`config.mk`:
```
export PLATFORM = sky130hd
export DESIGN_NAME = wpvm_fifo
export DESIGN_NICKNAME = d
export VERILOG_FILES = /design/src/sv/weighted_polar_vector_mean_defines.svh /design/src/sv/wpvm_pkg.sv /design/src/sv/wpvm_fifo.sv
export SDC_FILE = /design/constraint.sdc
export NUM_CORES = 1
export LEC_CHECK = 0
export BUFFER_PORTS_ARGS = -buffer_cell sky130_fd_sc_hd__buf_2
export CAP_MARGIN = 10
export CORE_MARGIN = 5
export CORE_UTILIZATION = 35
export DETAILED_ROUTE_END_ITERATION = 7
export SYNTH_ARGS = -nofsm -noshare
export SYNTH_HDL_FRONTEND = slang
export SYNTH_SLANG_ARGS = --single-unit
```
`constraint.sdc`:
```
create_clock -name clk -period 6.8 [get_ports clk]
set_input_delay 0.68 -clock clk [delete_from_list [all_inputs] [get_ports clk]]
set_output_delay 0.68 -clock clk [all_outputs]
set_load 0.05 [all_outputs]
```
`src/sv/weighted_polar_vector_mean_defines.svh`:
```
// Assertion macros shared by the weighted polar vector mean RTL.
`ifndef WEIGHTED_POLAR_VECTOR_MEAN_DEFINES_SVH
`define WEIGHTED_POLAR_VECTOR_MEAN_DEFINES_SVH
`ifndef SYNTHESIS
// Same-cycle implication.
`define WPVM_ASSERT_HOLDS(lbl, ck, rn, ante, cons) \
	lbl: assert property (@(posedge ck) disable iff (!rn) (ante) |-> (cons)) \
		else $error("weighted_polar_vector_mean: assertion failed");
// Next-cycle implication.
`define WPVM_ASSERT_NEXT(lbl, ck, rn, ante, cons) \
	lbl: assert property (@(posedge ck) disable iff (!rn) (ante) |=> (cons)) \
		else $error("weighted_polar_vector_mean: assertion failed");
`else
`define WPVM_ASSERT_HOLDS(lbl, ck, rn, ante, cons)
`define WPVM_ASSERT_NEXT(lbl, ck, rn, ante, cons)
`endif
`endif

```
`src/sv/wpvm_pkg.sv`:
```
// Types, constants and the arctangent table for the weighted polar vector mean.
`timescale 1ns / 1ps
`default_nettype none
package wpvm_pkg;

	localparam int MAX_ITEMS = 1024;
	localparam int CNT_W = $clog2(MAX_ITEMS + 1);

	localparam int CORDIC_STEPS = 30;
	localparam int STEP_W = 5;
	localparam logic signed [32:0] GAIN_INV = 33'sd652032874;

	localparam logic [15:0] DEG_TURN = 16'd36000;
	localparam logic [16:0] TWO_TURN = 17'd72000;
	localparam logic [31:0] RND_BIAS = 32'd18000;
	// floor(2^48 / 36000): degrees to binary angle by reciprocal multiply
	localparam logic [32:0] RECIP_TURN = 33'd7818749353;
	localparam int SCALE_STEPS = 3;

	localparam int PROD_W = 48;
	localparam int SUM_W = 58;
	localparam int WTOT_W = 26;
	localparam int MEAN_W = 31;
	localparam int SEQ_W = $clog2(SUM_W);
	localparam int ROOT_STEPS = 32;
	localparam int RAD_W = 64;
	localparam int VEC_W = 36;

	localparam logic signed [SUM_W-1:0] SUM_MAX = {1'b0, {(SUM_W-1){1'b1}}};
	localparam logic signed [SUM_W-1:0] SUM_MIN = {1'b1, {(SUM_W-1){1'b0}}};

	localparam int FIFO_DEPTH = 4;
	localparam int FIFO_PTR_W = $clog2(FIFO_DEPTH);

	typedef struct packed {
		logic [15:0] speed;
		logic [15:0] direction;
		logic [15:0] weight;
		logic        last;
	} wpvm_in_t;

	typedef struct packed {
		logic [15:0] mean_speed;
		logic [15:0] mean_direction;
		logic        weight_zero;
	} wpvm_out_t;

	typedef struct packed {
		logic signed [PROD_W-1:0] east_prod;
		logic signed [PROD_W-1:0] north_prod;
		logic [15:0]              weight;
		logic                     last;
	} wpvm_entry_t;

	typedef enum logic [2:0] {
		F_IDLE,
		F_DIV,
		F_ROT,
		F_MAP,
		F_MUL,
		F_PUSH
	} front_state_t;

	typedef enum logic [3:0] {
		B_ACC,
		B_CHECK,
		B_DIV,
		B_SQR,
		B_SUM,
		B_ROOT,
		B_VEC,
		B_SCALE,
		B_FIN
	} back_state_t;

	// atan(2^-i) as a 32 bit binary angle
	function automatic logic [31:0] atan_bam(input logic [STEP_W-1:0] i);
		unique case (i)
			5'd0:  atan_bam = 32'd536870912;
			5'd1:  atan_bam = 32'd316933406;
			5'd2:  atan_bam = 32'd167458907;
			5'd3:  atan_bam = 32'd85004756;
			5'd4:  atan_bam = 32'd42667331;
			5'd5:  atan_bam = 32'd21354465;
			5'd6:  atan_bam = 32'd10679838;
			5'd7:  atan_bam = 32'd5340245;
			5'd8:  atan_bam = 32'd2670163;
			5'd9:  atan_bam = 32'd1335087;
			5'd10: atan_bam = 32'd667544;
			5'd11: atan_bam = 32'd333772;
			5'd12: atan_bam = 32'd166886;
			5'd13: atan_bam = 32'd83443;
			5'd14: atan_bam = 32'd41722;
			5'd15: atan_bam = 32'd20861;
			5'd16: atan_bam = 32'd10430;
			5'd17: atan_bam = 32'd5215;
			5'd18: atan_bam = 32'd2608;
			5'd19: atan_bam = 32'd1304;
			5'd20: atan_bam = 32'd652;
			5'd21: atan_bam = 32'd326;
			5'd22: atan_bam = 32'd163;
			5'd23: atan_bam = 32'd81;
			5'd24: atan_bam = 32'd41;
			5'd25: atan_bam = 32'd20;
			5'd26: atan_bam = 32'd10;
			5'd27: atan_bam = 32'd5;
			5'd28: atan_bam = 32'd3;
			5'd29: atan_bam = 32'd1;
			default: atan_bam = 32'd0;
		endcase
	endfunction

endpackage
`default_nettype wire

```
`src/sv/wpvm_fifo.sv`:
```
// Short word queue between the front end and the accumulator.
`timescale 1ns / 1ps
`default_nettype none
module wpvm_fifo import wpvm_pkg::*; (
	input  logic        clk,
	input  logic        arst_n,
	input  logic        push,
	input  wpvm_entry_t wdata,
	output logic        full,
	input  logic        pop,
	output wpvm_entry_t rdata,
	output logic        empty
);

	wpvm_entry_t mem_q [FIFO_DEPTH];
	logic [FIFO_PTR_W-1:0] wp_q, rp_q;
	logic [FIFO_PTR_W:0] cnt_q;

	assign full = cnt_q == (FIFO_PTR_W + 1)'(FIFO_DEPTH);
	assign empty = cnt_q == '0;
	assign rdata = mem_q[rp_q];

	always_ff @(posedge clk or negedge arst_n) begin
		if (!arst_n) begin
			wp_q <= '0;
			rp_q <= '0;
			cnt_q <= '0;
		end else begin
			if (push)
				wp_q <= wp_q + 1'b1;
			if (pop)
				rp_q <= rp_q + 1'b1;
			if (push && !pop)
				cnt_q <= cnt_q + 1'b1;
			else if (pop && !push)
				cnt_q <= cnt_q - 1'b1;
		end
	end

	always_ff @(posedge clk) begin
		if (push)
			mem_q[wp_q] <= wdata;
	end

endmodule
`default_nettype wire

```
# Yosys cells after proc, flatten, opt, wreduce, memory -nomap -nowiden
# Memory sizes are Yosys's and may differ from the RTL's.
# Cells that the tools add are included.
# word_totals
reg_bits	7
latch_bits	0
mem_bits_rw	452
mem_bits_ro	0
output_inout_bits	115
wordCells	19
memories	1
# memory_table
memory	words	word_bits	rd	rd_ports_with_merged_regs	write_ports	line	rtl
mem_q	4	113	1	0	1	wpvm_fifo.sv:15	wpvm_entry_t mem_q [FIFO_DEPTH];
# classes
add_sub_neg	4
n_mul	0
div	0
magnitude_cmp	0
eq_ne	1
n_shift	0
n_mux	4
n_bitwise	0
reduce_logical	6
# op_table
cell	n
two-way mux 3 bit	2
adder 2 x 1 -> 2 bit, second input constant	2
adder 3 x 1 -> 3 bit, second input constant	1
equality test 3 bit, second input constant	1
logical NOT 3 bit	1
subtractor 3 x 1 -> 3 bit, second input constant	1
logical AND 1 bit	2
logical NOT 1 bit	2
two-way mux 1 bit	2
nonzero test 2 bit	1

# Depth between registers and ports, before layout
# logic_depth
depth_word	4
ltp_mapped	7
ltp_nobuf	7

# Least setup slack after synthesis
# Ideal clock, no wire load.
# synth_timing
path_type	input-to-reg
from	in push
to	mem mem_q[1][0] (netlist name), enable pin
arrival_time_ns	3.279
setup_slack_ns	3.037
stages	1
n_path_buf	0
cell_sequence	and2_1
# synth_via
elab_chain_len	2
# synth_lines
item	line	rtl
from (decl)	wpvm_fifo.sv:7	input logic push,
two-way mux 1 bit	wpvm_fifo.sv:41	if (push)
two-way mux 1 bit (implied by the code)	wpvm_fifo.sv:42	mem_q[wp_q] <= wdata;
to (decl)	wpvm_fifo.sv:15	
# No other way between the ends.

==> results.md <==
* Synthesized cell area at 0.0167 mm²
* DIE AREA at 0.0521 mm²
* Slew @ Worst Pin at 1.17 ns
* Number of synthesized register bits at 459
* Maxcap violations at 0
* Starting DRT DRC Count at 531
* WS Path Type: flip-flop to output port
* PD cells at 509 mW/mm²
* Nets at 1015
* Worst Setup Start Kind: flip-flop
* Worst-path cell chain: buf_4, mux4_2, buf_2
* PostCTS Resize Cnt at 0
* Max Clk Rate at 260 MHz
* DR WL met2 at 16.0 mm
* Final worst-path cycle share at 56.7%
* Routed vias at 7428
* DRC at 0
* Total Routed Length at 33.5 mm
* Hold WC Path Type: input pin to flip-flop
* Chip height at 228 µm
* CTS root buffer: clkbuf_16
* Max-slew violations at 0
* Ys Warns at 0
* Outcome: finished, final reports clean
* TritonCTS clock tree: yes
* Remaining Overflow, GRT at 0
* Post-synthesis sequential area ratio at 82.4%
* Worst-path clk slew at 0.06 ns
* Final hold vios at 0
* Most common cell after layout, fill and taps aside: edfxtp_1
* H-Tree Level Count at 2
* Fin cells at 1548
* Vias in the first global route at 8185
* Count of cell types in the netlist at 19
* # rows at 80
* Area after DPL at 0.0185 mm²
* Fill cell count at 4137
* RSZ-0062 raised after global routing: false
* VDD IR max at 0.000325 V
* First-pass GRT wire length at 51.5 mm
* Setup crit end kind: output port
* Dpl hpwl at 19.6 mm
* Max FO, Critical Path at 70
* Max incr delay on CP at 1.13 ns
* Pin count of the biggest net entering global routing at 71
* ANT nets after route at 0
* Initial antenna violation count at 3
* Clock Path Buffers at 3
* Core area at 0.0474 mm²
* Buf+Inv Stages, Crit Path at 2
* Wl on met1 at 14.1 mm
* Crit-path leading delay family: flip-flops
* Slowest cell on the critical path: dfrtp_4
* Clock skew at 0.0167 ns
* Hold Buf Count CTS at 1
* Later-pin clock latency in the skew report at 0.56 ns
* I/O Buffers at 231
* Setup violators final at 0
* Area delta synth->final at 20.8%
* Pleak at 6.81 nW
* Vias per cell at 4.80
* Commonest non-fill, non-tap cells in the layout: 452 x edfxtp_1, 231 x buf_2, 113 x mux4_2, 48 x clkbuf_16
* Layout cell share with drive strength beyond 1 at 46.3%
* Worst EP required at 6.12 ns
* Design area at 0.0201 mm²
* CTS sink count at 459
* Starting Density at 35.2%
* Drt pass-1 iters at 4
* Total CTS buffers at 47
* Period minus WS final at 3.85 ns
* Placed insts at 1457
* Met3 wire len at 2.59 mm
* Post-detailed-route wirelength per cell at 21.6 µm
* Io pins at 232
* Uppermost layer routed: met5
* Sum Neg Setup Slack at 0 ns
* RePlAce Congestion at 0.676
* Cell count after synthesis at 625
* Gr usage total at 12.8%
* Synthesized net count at 748
* Max_slew headroom at 22.0%
* Post-CTS Setup Inserts at 0
* Mean Syn Cell Area at 26.7 µm²
* Chip width at 228 µm
* WP data arrival at 3.17 ns
-- report_power, final --
| group | switching [mW] | leakage [nW] | internal, mW | total, mW |
|---|---|---|---|---|
| combinational | 2.56 | 1.81 | 1.08 | 3.63 |
| sequential | 0.285 | 4.23 | 3.70 | 3.99 |
| clock | 1.06 | 0.761 | 1.58 | 2.64 |
-- per-stage QoR --
step	hold slack (ns)	power (mW)	utilization, %	worst slack [ns]
floorplan	0.384	6.92	-	3.04
global placement	0.471	7.75	39.1	3.43
detailed placement	0.479	7.77	39.1	3.41
CTS	0.268	10.5	42.5	2.76
global route	0.282	10.7	42.5	2.73
finish	0.313	10.3	42.5	2.95
-- state kept, by name, summed over array words and instances (netlist names) --
signal,cells
mem_q,452
cnt_q,3
rp_q,2
wp_q,2
-- per-layer routing --
layer	GRT usage, %	vias up
li1	-	3242
met1	17.2	3918
met2	20.3	204
met3	4.26	60
met4	3.40	4
met5	0	-
-- path summary, 6_finish.rpt --
| check | from | end | slack (ns) | cells after the start |
|---|---|---|---|---|
| max in group asynchronous | arst_n | rp_q[1] | 6.09 | 2 |
| worst max-delay path | rp_q[1] | rdata[5] | 2.95 | 3 |
| worst min register to register | cnt_q[2] | cnt_q[2] | 0.48 | 1 |
| min in group asynchronous | arst_n | rp_q[0] | 0.52 | 2 |
| worst max register to register | wp_q[0] | mem_q[2][92] | 4.57 | 4 |
| worst min-delay path | pop | rp_q[0] | 0.31 | 2 |
-- cell type report --
cell class / instances / area, µm² / area share, %
Antenna cell: 2 / 5.00 / 0.0248
Clock buffer: 61 / 1260 / 6.25
Timing Repair Buffer: 244 / 1260 / 6.23
Clock inverter: 27 / 333 / 1.65
Sequential cell: 459 / 13800 / 68.3
Inverter: 4 / 15.0 / 0.0745
Multi-Input combinational cell: 136 / 2760 / 13.7
Tap cell: 615 / 769 / 3.82
-- worst register-to-register path: cells and delay by family (launching register included) --
kind | cells | cell delay (ns)
adder cells (fa/ha/maj) | 1 | 0.14
flip-flops | 1 | 0.42
AND/OR/NAND/NOR | 1 | 0.45
buffers and inverters | 2 | 0.80
-- kinds of logic (layout without fill, tap and decap cells) --
family	count (synthesis)	in the layout	synth area share, %
simple gates	9	9	0.293
other cells	0	2	0
xor+xnor	6	6	0.315
compound gates	1	1	0.0300
fa+ha+maj	6	6	0.495
buf+inv	30	336	1.12
flops	459	459	82.4
mux	114	114	15.3
-- cell usage after synthesis --
master / instances / share of area (%)
edfxtp_1: 452 / 81
mux4_2: 113 / 15
buf_2: 14 / 0.42
buf_6: 7 / 0.47
dfrtp_1: 7 / 1.1
ha_1: 5 / 0.38
and2_1: 4 / 0.15
clkbuf_1: 4 / 0.090
inv_1: 4 / 0.090
xor2_1: 4 / 0.21
nand2_1: 2 / 0.045
xnor2_1: 2 / 0.11
buf_4: 1 / 0.045
fa_1: 1 / 0.12
mux2_2: 1 / 0.068
nor2_1: 1 / 0.022
nor3_1: 1 / 0.030
nor3b_1: 1 / 0.045
o21ai_0: 1 / 0.030
No activity file was read; power rests on OpenSTA's default activity.
