[src/sv/weighted_polar_vector_mean_defines.svh]
// Assertion macros shared by the weighted polar vector mean RTL.
`ifndef WEIGHTED_POLAR_VECTOR_MEAN_DEFINES_SVH
`define WEIGHTED_POLAR_VECTOR_MEAN_DEFINES_SVH
`ifndef SYNTHESIS
// Same-cycle implication.
`define WPVM_ASSERT_HOLDS(lbl, ck, rn, ante, cons) \
	lbl: assert property (@(posedge ck) disable iff (!rn) (ante) |-> (cons)) \
		else $error("weighted_polar_vector_mean: assertion failed");
// Next-cycle implication.
`define WPVM_ASSERT_NEXT(lbl, ck, rn, ante, cons) \
	lbl: assert property (@(posedge ck) disable iff (!rn) (ante) |=> (cons)) \
		else $error("weighted_polar_vector_mean: assertion failed");
`else
`define WPVM_ASSERT_HOLDS(lbl, ck, rn, ante, cons)
`define WPVM_ASSERT_NEXT(lbl, ck, rn, ante, cons)
`endif
`endif

[src/sv/wpvm_pkg.sv]
// Types, constants and the arctangent table for the weighted polar vector mean.
`timescale 1ns / 1ps
`default_nettype none
package wpvm_pkg;

	localparam int MAX_ITEMS = 1024;
	localparam int CNT_W = $clog2(MAX_ITEMS + 1);

	localparam int CORDIC_STEPS = 30;
	localparam int STEP_W = 5;
	localparam logic signed [32:0] GAIN_INV = 33'sd652032874;

	localparam logic [15:0] DEG_TURN = 16'd36000;
	localparam logic [16:0] TWO_TURN = 17'd72000;
	localparam logic [31:0] RND_BIAS = 32'd18000;
	// floor(2^48 / 36000): degrees to binary angle by reciprocal multiply
	localparam logic [32:0] RECIP_TURN = 33'd7818749353;
	localparam int SCALE_STEPS = 3;

	localparam int PROD_W = 48;
	localparam int SUM_W = 58;
	localparam int WTOT_W = 26;
	localparam int MEAN_W = 31;
	localparam int SEQ_W = $clog2(SUM_W);
	localparam int ROOT_STEPS = 32;
	localparam int RAD_W = 64;
	localparam int VEC_W = 36;

	localparam logic signed [SUM_W-1:0] SUM_MAX = {1'b0, {(SUM_W-1){1'b1}}};
	localparam logic signed [SUM_W-1:0] SUM_MIN = {1'b1, {(SUM_W-1){1'b0}}};

	localparam int FIFO_DEPTH = 4;
	localparam int FIFO_PTR_W = $clog2(FIFO_DEPTH);

	typedef struct packed {
		logic [15:0] speed;
		logic [15:0] direction;
		logic [15:0] weight;
		logic        last;
	} wpvm_in_t;

	typedef struct packed {
		logic [15:0] mean_speed;
		logic [15:0] mean_direction;
		logic        weight_zero;
	} wpvm_out_t;

	typedef struct packed {
		logic signed [PROD_W-1:0] east_prod;
		logic signed [PROD_W-1:0] north_prod;
		logic [15:0]              weight;
		logic                     last;
	} wpvm_entry_t;

	typedef enum logic [2:0] {
		F_IDLE,
		F_DIV,
		F_ROT,
		F_MAP,
		F_MUL,
		F_PUSH
	} front_state_t;

	typedef enum logic [3:0] {
		B_ACC,
		B_CHECK,
		B_DIV,
		B_SQR,
		B_SUM,
		B_ROOT,
		B_VEC,
		B_SCALE,
		B_FIN
	} back_state_t;

	// atan(2^-i) as a 32 bit binary angle
	function automatic logic [31:0] atan_bam(input logic [STEP_W-1:0] i);
		unique case (i)
			5'd0:  atan_bam = 32'd536870912;
			5'd1:  atan_bam = 32'd316933406;
			5'd2:  atan_bam = 32'd167458907;
			5'd3:  atan_bam = 32'd85004756;
			5'd4:  atan_bam = 32'd42667331;
			5'd5:  atan_bam = 32'd21354465;
			5'd6:  atan_bam = 32'd10679838;
			5'd7:  atan_bam = 32'd5340245;
			5'd8:  atan_bam = 32'd2670163;
			5'd9:  atan_bam = 32'd1335087;
			5'd10: atan_bam = 32'd667544;
			5'd11: atan_bam = 32'd333772;
			5'd12: atan_bam = 32'd166886;
			5'd13: atan_bam = 32'd83443;
			5'd14: atan_bam = 32'd41722;
			5'd15: atan_bam = 32'd20861;
			5'd16: atan_bam = 32'd10430;
			5'd17: atan_bam = 32'd5215;
			5'd18: atan_bam = 32'd2608;
			5'd19: atan_bam = 32'd1304;
			5'd20: atan_bam = 32'd652;
			5'd21: atan_bam = 32'd326;
			5'd22: atan_bam = 32'd163;
			5'd23: atan_bam = 32'd81;
			5'd24: atan_bam = 32'd41;
			5'd25: atan_bam = 32'd20;
			5'd26: atan_bam = 32'd10;
			5'd27: atan_bam = 32'd5;
			5'd28: atan_bam = 32'd3;
			5'd29: atan_bam = 32'd1;
			default: atan_bam = 32'd0;
		endcase
	endfunction

endpackage
`default_nettype wire

[src/sv/wpvm_front.sv]
// Front end: accept a word, form its unit vector and weighted east/north products.
`timescale 1ns / 1ps
`default_nettype none
module wpvm_front import wpvm_pkg::*; (
	input  logic        clk,
	input  logic        arst_n,
	input  logic        item_valid,
	output logic        item_stall,
	input  wpvm_in_t    item,
	output logic        push,
	output wpvm_entry_t entry,
	input  logic        full
);

	front_state_t state_q, state_d;
	logic [STEP_W-1:0] step_q;

	logic [15:0] deg_q;
	logic [31:0] q0_q;
	logic [16:0] rm_q;
	logic [1:0] quad_q;
	logic [31:0] sw_q;
	logic [15:0] weight_q;
	logic last_q;
	logic signed [32:0] rx_q, ry_q, rz_q;
	logic signed [15:0] ue_q, un_q;
	logic signed [PROD_W-1:0] pe_q, pn_q;

	logic [15:0] dir_mod;
	logic rm_ge1, rm_ge2;
	logic [31:0] bam_fix;
	logic signed [32:0] rdx, rdy, atan_s;
	logic signed [15:0] cos_v, sin_v, ue_d, un_d;
	logic signed [PROD_W-1:0] sw_ext, ue_ext, un_ext;
	logic div_last, rot_last;

	function automatic logic signed [15:0] to_q15(input logic signed [32:0] v);
		logic signed [33:0] t;
		logic signed [18:0] r;
		t = 34'(v) + 34'sd16384;
		r = 19'(t >>> 15);
		if (r > 19'sd32767)
			to_q15 = 16'sd32767;
		else if (r < -19'sd32767)
			to_q15 = -16'sd32767;
		else
			to_q15 = 16'(r);
	endfunction

	assign dir_mod = (item.direction >= DEG_TURN) ? item.direction - DEG_TURN : item.direction;

	// reciprocal estimate is at most two short of the rounded quotient; the remainder fixes it
	assign rm_ge1 = rm_q >= {1'b0, DEG_TURN};
	assign rm_ge2 = rm_q >= TWO_TURN;
	assign bam_fix = q0_q + {30'b0, rm_ge2, rm_ge1 & !rm_ge2};

	assign rdx = ry_q >>> step_q;
	assign rdy = rx_q >>> step_q;
	assign atan_s = $signed({1'b0, atan_bam(step_q)});

	assign cos_v = to_q15(rx_q);
	assign sin_v = to_q15(ry_q);

	always_comb begin
		case (quad_q)
			2'd0: begin
				ue_d = sin_v;
				un_d = cos_v;
			end
			2'd1: begin
				ue_d = cos_v;
				un_d = -sin_v;
			end
			2'd2: begin
				ue_d = -sin_v;
				un_d = -cos_v;
			end
			default: begin
				ue_d = -cos_v;
				un_d = sin_v;
			end
		endcase
	end

	assign sw_ext = $signed({16'b0, sw_q});
	assign ue_ext = PROD_W'(ue_q);
	assign un_ext = PROD_W'(un_q);

	assign div_last = step_q == STEP_W'(SCALE_STEPS - 1);
	assign rot_last = step_q == STEP_W'(CORDIC_STEPS - 1);

	always_ff @(posedge clk or negedge arst_n) begin
		if (!arst_n) begin
			state_q <= F_IDLE;
			step_q <= '0;
		end else begin
			state_q <= state_d;
			if (state_q == F_DIV && !div_last)
				step_q <= step_q + 1'b1;
			else if (state_q == F_ROT && !rot_last)
				step_q <= step_q + 1'b1;
			else
				step_q <= '0;
		end
	end

	always_comb begin
		state_d = state_q;
		unique case (state_q)
			F_IDLE: if (item_valid) state_d = F_DIV;
			F_DIV:  if (div_last) state_d = F_ROT;
			F_ROT:  if (rot_last) state_d = F_MAP;
			F_MAP:  state_d = F_MUL;
			F_MUL:  state_d = F_PUSH;
			F_PUSH: if (!full) state_d = F_IDLE;
			default: state_d = F_IDLE;
		endcase
	end

	assign item_stall = state_q != F_IDLE;
	assign push = (state_q == F_PUSH) && !full;
	assign entry = '{east_prod: pe_q, north_prod: pn_q, weight: weight_q, last: last_q};

	always_ff @(posedge clk) begin
		unique case (state_q)
			F_IDLE: begin
				if (item_valid) begin
					deg_q <= dir_mod;
					sw_q <= {16'b0, item.speed} * {16'b0, item.weight};
					weight_q <= item.weight;
					last_q <= item.last;
				end
			end
			F_DIV: begin
				if (step_q == STEP_W'(0)) begin
					q0_q <= 32'((48'(deg_q) * 48'(RECIP_TURN)) >> 16);
				end else if (step_q == STEP_W'(1)) begin
					// only the low bits of the remainder survive; it is below three turns
					rm_q <= RND_BIAS[16:0] - 17'(q0_q * DEG_TURN);
				end else begin
					quad_q <= bam_fix[31:30];
					rx_q <= GAIN_INV;
					ry_q <= '0;
					rz_q <= $signed({3'b0, bam_fix[29:0]});
				end
			end
			F_ROT: begin
				if (!rz_q[32]) begin
					rx_q <= rx_q - rdx;
					ry_q <= ry_q + rdy;
					rz_q <= rz_q - atan_s;
				end else begin
					rx_q <= rx_q + rdx;
					ry_q <= ry_q - rdy;
					rz_q <= rz_q + atan_s;
				end
			end
			F_MAP: begin
				ue_q <= ue_d;
				un_q <= un_d;
			end
			F_MUL: begin
				pe_q <= sw_ext * ue_ext;
				pn_q <= sw_ext * un_ext;
			end
			F_PUSH: begin
			end
			default: begin
			end
		endcase
	end

endmodule
`default_nettype wire

[config.mk]
export PLATFORM = sky130hd
export DESIGN_NAME = wpvm_front
export DESIGN_NICKNAME = d
export VERILOG_FILES = /design/src/sv/weighted_polar_vector_mean_defines.svh /design/src/sv/wpvm_pkg.sv /design/src/sv/wpvm_front.sv
export SDC_FILE = /design/constraint.sdc
export NUM_CORES = 2
export LEC_CHECK = 0
export ABC_AREA = 1
export BUFFER_PORTS_ARGS = -buffer_cell sky130_fd_sc_hd__buf_2
export CAP_MARGIN = 20
export CORE_MARGIN = 10
export CORE_UTILIZATION = 45
export CTS_CLUSTER_DIAMETER = 100
export CTS_CLUSTER_SIZE = 12
export DETAILED_ROUTE_END_ITERATION = 8
export PLACE_DENSITY_LB_ADDON = 0.08
export SETUP_SLACK_MARGIN = 0.3
export SYNTH_ARGS = -nofsm -noshare
export SYNTH_HDL_FRONTEND = slang
export SYNTH_SLANG_ARGS = --single-unit
[constraint.sdc]
create_clock -name clk -period 10.79 [get_ports clk]
set_clock_uncertainty 0.1 [all_clocks]
set_input_delay 1.079 -clock clk [delete_from_list [all_inputs] [get_ports clk]]
set_output_delay 1.079 -clock clk [all_outputs]
set_load 0.05 [all_outputs]
**Yosys cells after proc, flatten, opt, wreduce, memory -nomap -nowiden**

Memories as Yosys holds them, arrays and structs flattened.
Cells that the tools add are included.

- Equal/unequal tests: 16
- Bitwise gates (word level): 3
- Reduce and logical (&&, ||, !) cells: 18
- Magnitude comparators: 7
- Muxes and demuxes: 26
- $add $sub $neg: 14
- $mul: 5
- Shift operators: 2

Operator list:

| operator | number |
|---|---|
| 33-bit two-way mux | 9 |
| 33-bit one-hot mux with 2 select lines | 3 |
| 33-bit adder | 3 |
| 33-bit subtractor | 3 |
| 33-bit by 16-bit multiplier with 48-bit output | 2 |
| 16-bit one-hot mux with 3 select lines | 2 |
| 16-bit two-way mux | 5 |
| 33-bit by 16-bit adder with 34-bit output (second input constant) | 2 |
| 33-bit by 5-bit >>> shifter with 33-bit output | 2 |
| 16-bit by 33-bit multiplier with 48-bit output (second input constant) | 1 |
| 19-bit by 16-bit greater-than comparator with 1-bit output (second input constant) | 2 |
| 19-bit by 16-bit < comparator with 1-bit output (second input constant) | 2 |
| 32-bit by 2-bit adder with 32-bit output | 1 |
| 16-bit by 16-bit multiplier with 32-bit output | 1 |
| 32-bit by 11-bit multiplier with 12-bit output (second input constant) | 1 |
| 16-bit negation | 2 |
| 3-bit one-hot mux with 6 select lines | 1 |
| 17-bit by 16-bit greater-or-equal comparator with 1-bit output (second input constant) | 1 |
| 17-bit greater-or-equal comparator (second input constant) | 1 |
| 15-bit by 17-bit subtractor with 17-bit output (first input constant) | 1 |
| 16-bit greater-or-equal comparator (second input constant) | 1 |
| 16-bit subtractor (second input constant) | 1 |
| 3-bit two-way mux | 4 |
| 2-bit != test (second input constant) | 6 |
| 22 further kinds | 34 |

- Memory bits (read-only): 960
- Bits of input ports: 53
- Output and inout port bits: 115
- Register bits after elaboration: 351
- Memories: 1
- Word-level logic and storage cells: 108

Memory list:

| name | words | width | rd ports | clocked after Yosys merged registers in | wr ports | RTL line | text |
|---|---|---|---|---|---|---|---|
| (name not given) | 32 | 30 | 1 | 0 | 0 | wpvm_pkg.sv:78 | `unique case (i)` |

**Logic depth before layout (Yosys ltp)**

- Depth after elaboration: 7
- Gate-level depth with buffers: 34
- Gate-level depth less buffers: 31

**Worst setup path after synthesis**

OpenSTA, ideal clock, no wires.

- Path kind: register to register
- Start: register step_q[1]
- End: register rx_q[0] (enable)
- Buffers on the path: 2
- Data arrival time: 8418 ps
- Path slack: 1578 ps
- Cell stages (with the launch flop): 12
- Cell sequence: dfrtp_1 > inv_2 > buf_2 > buf_2 > ha_1 > inv_1 > nor2_1 > inv_1 > nor2_1 > inv_1 > nand2_1 > o21ai_0

- Word-level cells in the longest chain between the ends: 3
- Elaborated cells on any way between the ends: 5
- Those cells by class: eq/ne (3); reduce/logical (2)

Ends and longest elaborated chain:

| what | RTL line | text |
|---|---|---|
| from (decl) | wpvm_front.sv:16 | `logic [STEP_W-1:0] step_q;` |
| from (signal assigned) | wpvm_front.sv:99 | `step_q <= step_q + 1'b1;` |
| from (signal assigned) | wpvm_front.sv:101 | `step_q <= step_q + 1'b1;` |
| 5-bit by 1-bit == test with 1-bit output or 5-bit zero test (tied branches) | wpvm_front.sv:137, wpvm_front.sv:135 |  |
| 2-bit != test (no source line) | - |  |
| 3-bit AND reduction (no source line) (*) | - |  |
| to (signal assigned) | wpvm_front.sv:149 | `rx_q <= rx_q - rdx;` |
| to (signal assigned) | wpvm_front.sv:153 | `rx_q <= rx_q + rdx;` |
| to (decl) | wpvm_front.sv:25 | `logic signed [32:0] rx_q, ry_q, rz_q;` |

Mark *: on every way between the ends. The rest lies on a longest branch, timed or not.
A chain may end at the register's enable or synchronous reset.

**Final worst setup path**

- Start: register un_q[15]
- End: register pn_q[35], data pin

- Word-level cells in the longest chain between the ends: 1

Ends and longest elaborated chain:

| what | RTL line | text |
|---|---|---|
| from (decl) | wpvm_front.sv:26 | `logic signed [15:0] ue_q, un_q;` |
| from (signal assigned) | wpvm_front.sv:160 | `un_q <= un_d;` |
| 33-bit by 16-bit multiplier with 48-bit output | wpvm_front.sv:164 | `pn_q <= sw_ext * un_ext;` |
| to (signal assigned) | wpvm_front.sv:164 |  |
| to (decl) | wpvm_front.sv:27 | `logic signed [PROD_W-1:0] pe_q, pn_q;` |

Every way passes these cells.

==> summary.md <==
| Metric | Value |
|---|---|
| Status | completed |
| Crit Path Category | flop to flop |
| First-pass GRT wire length | 371000 um |
| Worst hold slack | 0.191 ns |
| Die width | 435 um |
| Slew Viols, Final | 0 |
| Maximum clock insertion buffer count | 3 |
| WL/cell | 18.7 um |
| MaxCap Viol Count | 0 |
| Dpl hpwl | 181000 um |
| Placer Congestion | 0.912 |
| CP max stage delay | 0.85 ns |
| Area contributors post-synth | fa_1 30%, edfxtp_1 13%, inv_1 12% |
| Vias in the first global route | 67.2k |
| Post-DRT Antenna Nets | 0 |
| Total GRT Usage | between 20 and 25% |
| Initial antenna violation count | 3 |
| Final-layout fill cell count | around 17k |
| I/O pins | 168 |
| Total wire length | 232000 um |
| RSZ-0062 raised after global routing | false |
| Core area | 172000 um2 |
| Setup bufs post-CTS | 0 |
| Syn Area/Cell | 7.68 um2 |
| Placed cell areas | between 80000 and 90000 um2 |
| Initial drt markers | 4060 |
| Number of synthesized flops with an enable pin | 338 |
| Data arrival, critical path | 7.60 ns |
| Most frequent cell after synthesis | inv_1 |
| Final number of setup-violating endpoints | 0 |
| CTS tree | done |
| Final nets | about 12k |
| Root buffer cell | clkbuf_16 |
| Hold Vio Cnt, Final | 0 |
| FFs w/ async S/R, synth | 2.31% |
| Reg clk slew, reported paths | 0.07 ns |
| Initial Util | 45.3% |
| WP data required | 11.12 ns |
| Design area | between 80000 and 90000 um2 |
| Synth cell types | 67 |
| Max_slew headroom | 30.6% |
| Die area | 190000 um2 |
| # rows | about 150 |
| Multi-input combinational cell area | 56300 um2 |
| Layout area overhead | 5.47% |
| Post-CTS Resized | 0 |
| Synth warn | 0 |
| Share of cells above drive strength 1 | 4.41% |
| Insertion delay to the later sink of the worst-skew pair | 0.68 ns |
| Critical path cell sequence | clkinv_1 > or2_2 > fa_1 > fa_1 > fa_1 > fa_1 > fa_1 > fa_1 > inv_1 > ha_1 > nand2_1 > nor2_1 > inv_1 > nor2_1 > inv_1 > o21ai_0 > a21oi_1 > o21ai_0 > a31oi_1 > xnor2_1 |
| Mapped Nets | 12.1k |
| Via count | 63.9k |
| CTS buffer count | 41 |
| Post-Syn Area | 77700 um2 |
| Worst-Margin Slew | 1.04 ns |
| Inserted Diodes | 0 |
| Setup Total Neg Slack | 0 ns |
| PortBufs | 167 |
| Clock period minus worst slack | 7.27 ns |
| Crit-path most repeated cell | fa_1 |
| Post-layout util | between 40% and 50% |
| Gate Count Post-Synth | 10.1k |
| Post-synthesis register bit count | 346 |
| # clock sinks | 346 |
| Commonest cells in the netlist | 2528 x inv_1, 2443 x nand2_1, 1173 x fa_1, 739 x ha_1, 513 x nor2_1 |
| CP Max Fanout | 27 |
| Die height | 435 um |
| Element type at the critical path end | flop |
| Total gr overflow | 0 |
| Cts hold-fix bufs | 0 |
| Cell taking the most area after synthesis | fa_1 |
| Routed vias/inst | 5.16 |
| Fmax | 138 MHz |
| Largest net degree at the start of global routing | between 90 and 100 |
| Worst hold path class | input pin to async pin |
| H-tree lvl count | 2 |
| FF/Latch Area | 10400 um2 |
| Post-route clock period utilization | between 60% and 70% |
| DR pass1 iterations | 6 |
| Type of origin of the critical path | flop |
| Worst path slowest cell | clkinv_1 |
| DRC viols | 0 |
| Seq/Total Area, Yosys | 13.3% |
| Main synth FF type | edfxtp_1 |
| Share of the synthesized area in the top cell type | 30.2% |
-- layer usage --
metal / global-route usage [%] / vias to the layer above / routed length (um)
met4: 7.76 / 4 / 7890
met1: 31.0 / 31383 / 97700
li1: - / 30483 / -
met2: 43.4 / 1646 / 116000
met3: 2.08 / 413 / 10100
met5: 0 / - / 26
-- cell usage in the layout (no fill, tap or decap), types with 6 or more instances in the layout --
cell type and instances:
inv_1 2526, nand2_1 2442, fa_1 1173, ha_1 739, nor2_1 510, a21oi_1 435
o21ai_0 361, edfxtp_1 338, nand3_1 240, xor2_1 199, buf_2 167, xnor2_1 128
buf_4 89, nand4_1 67, a31oi_1 66, o21a_1 50, nor3_1 49, o21ai_1 48
clkbuf_16 41, o211ai_1 40, or2_2 25, nor2_2 24, nand2_2 21, mux2i_1 18
o221ai_1 17, a21o_1 16, o22ai_1 16, a221oi_1 15, a21boi_0 14, o31ai_1 14
nor2_4 13, o21bai_1 13, clkbuf_1 13, o2111ai_1 12, nor4_1 12, inv_2 11
nand3_2 7, clkinv_1 6, or2_0 6, nand3b_1 6
-- cell families after synthesis --
| family | share of synthesized area, % |
|---|---|
| AOI/OAI and AO/OA | 8.46 |
| DFF | 13.3 |
| and+or+nand+nor | 17.9 |
| xor gates and xnor gates | 3.69 |
| muxes | 0.232 |
| adders and majority gates | 42.1 |
| buffers and inverters | 14.3 |
-- per-stage QoR --
stage | instances | setup WS, ns
floorplan | 10109 | 1.58
global placement | 12308 | 3.76
detailed placement | 12308 | 3.59
CTS | 12380 | 3.59
global route | 12380 | 3.14
finish | 12380 | 3.52
-- worst paths after layout --
kind	startpoint	to	slack (ns)	cells past startpoint
min in group clk	item[17]	deg_q[0]	0.48	1
max in group asynchronous	arst_n	step_q[1]	10.12	1
hold reg to reg	step_q[0]	step_q[0]	0.53	1
hold / removal	arst_n	state_q[1]	0.19	1
setup / recovery	un_q[15]	pn_q[35]	3.52	20
setup reg to reg	un_q[15]	pn_q[35]	3.52	20
-- cell type report --
class	count	share of cell area, %
sequential	346	12.6
tap	2310	3.53
timing repair buffer	256	1.84
multi-input combinational	6853	68.7
inverter	2543	11.7
clock buffer	55	1.33
clock inverter	17	0.304
-- worst max-delay path, delay by kind of cell (launching register included) --
kind	cells	cell delay, ns
flops	1	0.51
fa+ha+maj	7	3.21
buf+inv	4	1.01
simple gates	4	0.93
xor+xnor	1	0.16
compound gates	4	1.08
-- registers in the layout (all words and copies together), names as in the netlist, 16 cells and up --
register  flops
un_q         16
pn_q         48
rx_q         33
sw_q         32
q0_q         32
rz_q         33
pe_q         48
ry_q         33
deg_q        16
weight_q     16
ue_q         16
Power is left out: the tool's default activity adds up to more than one toggle a clock period on the data nets, which glitch-free logic cannot reach.
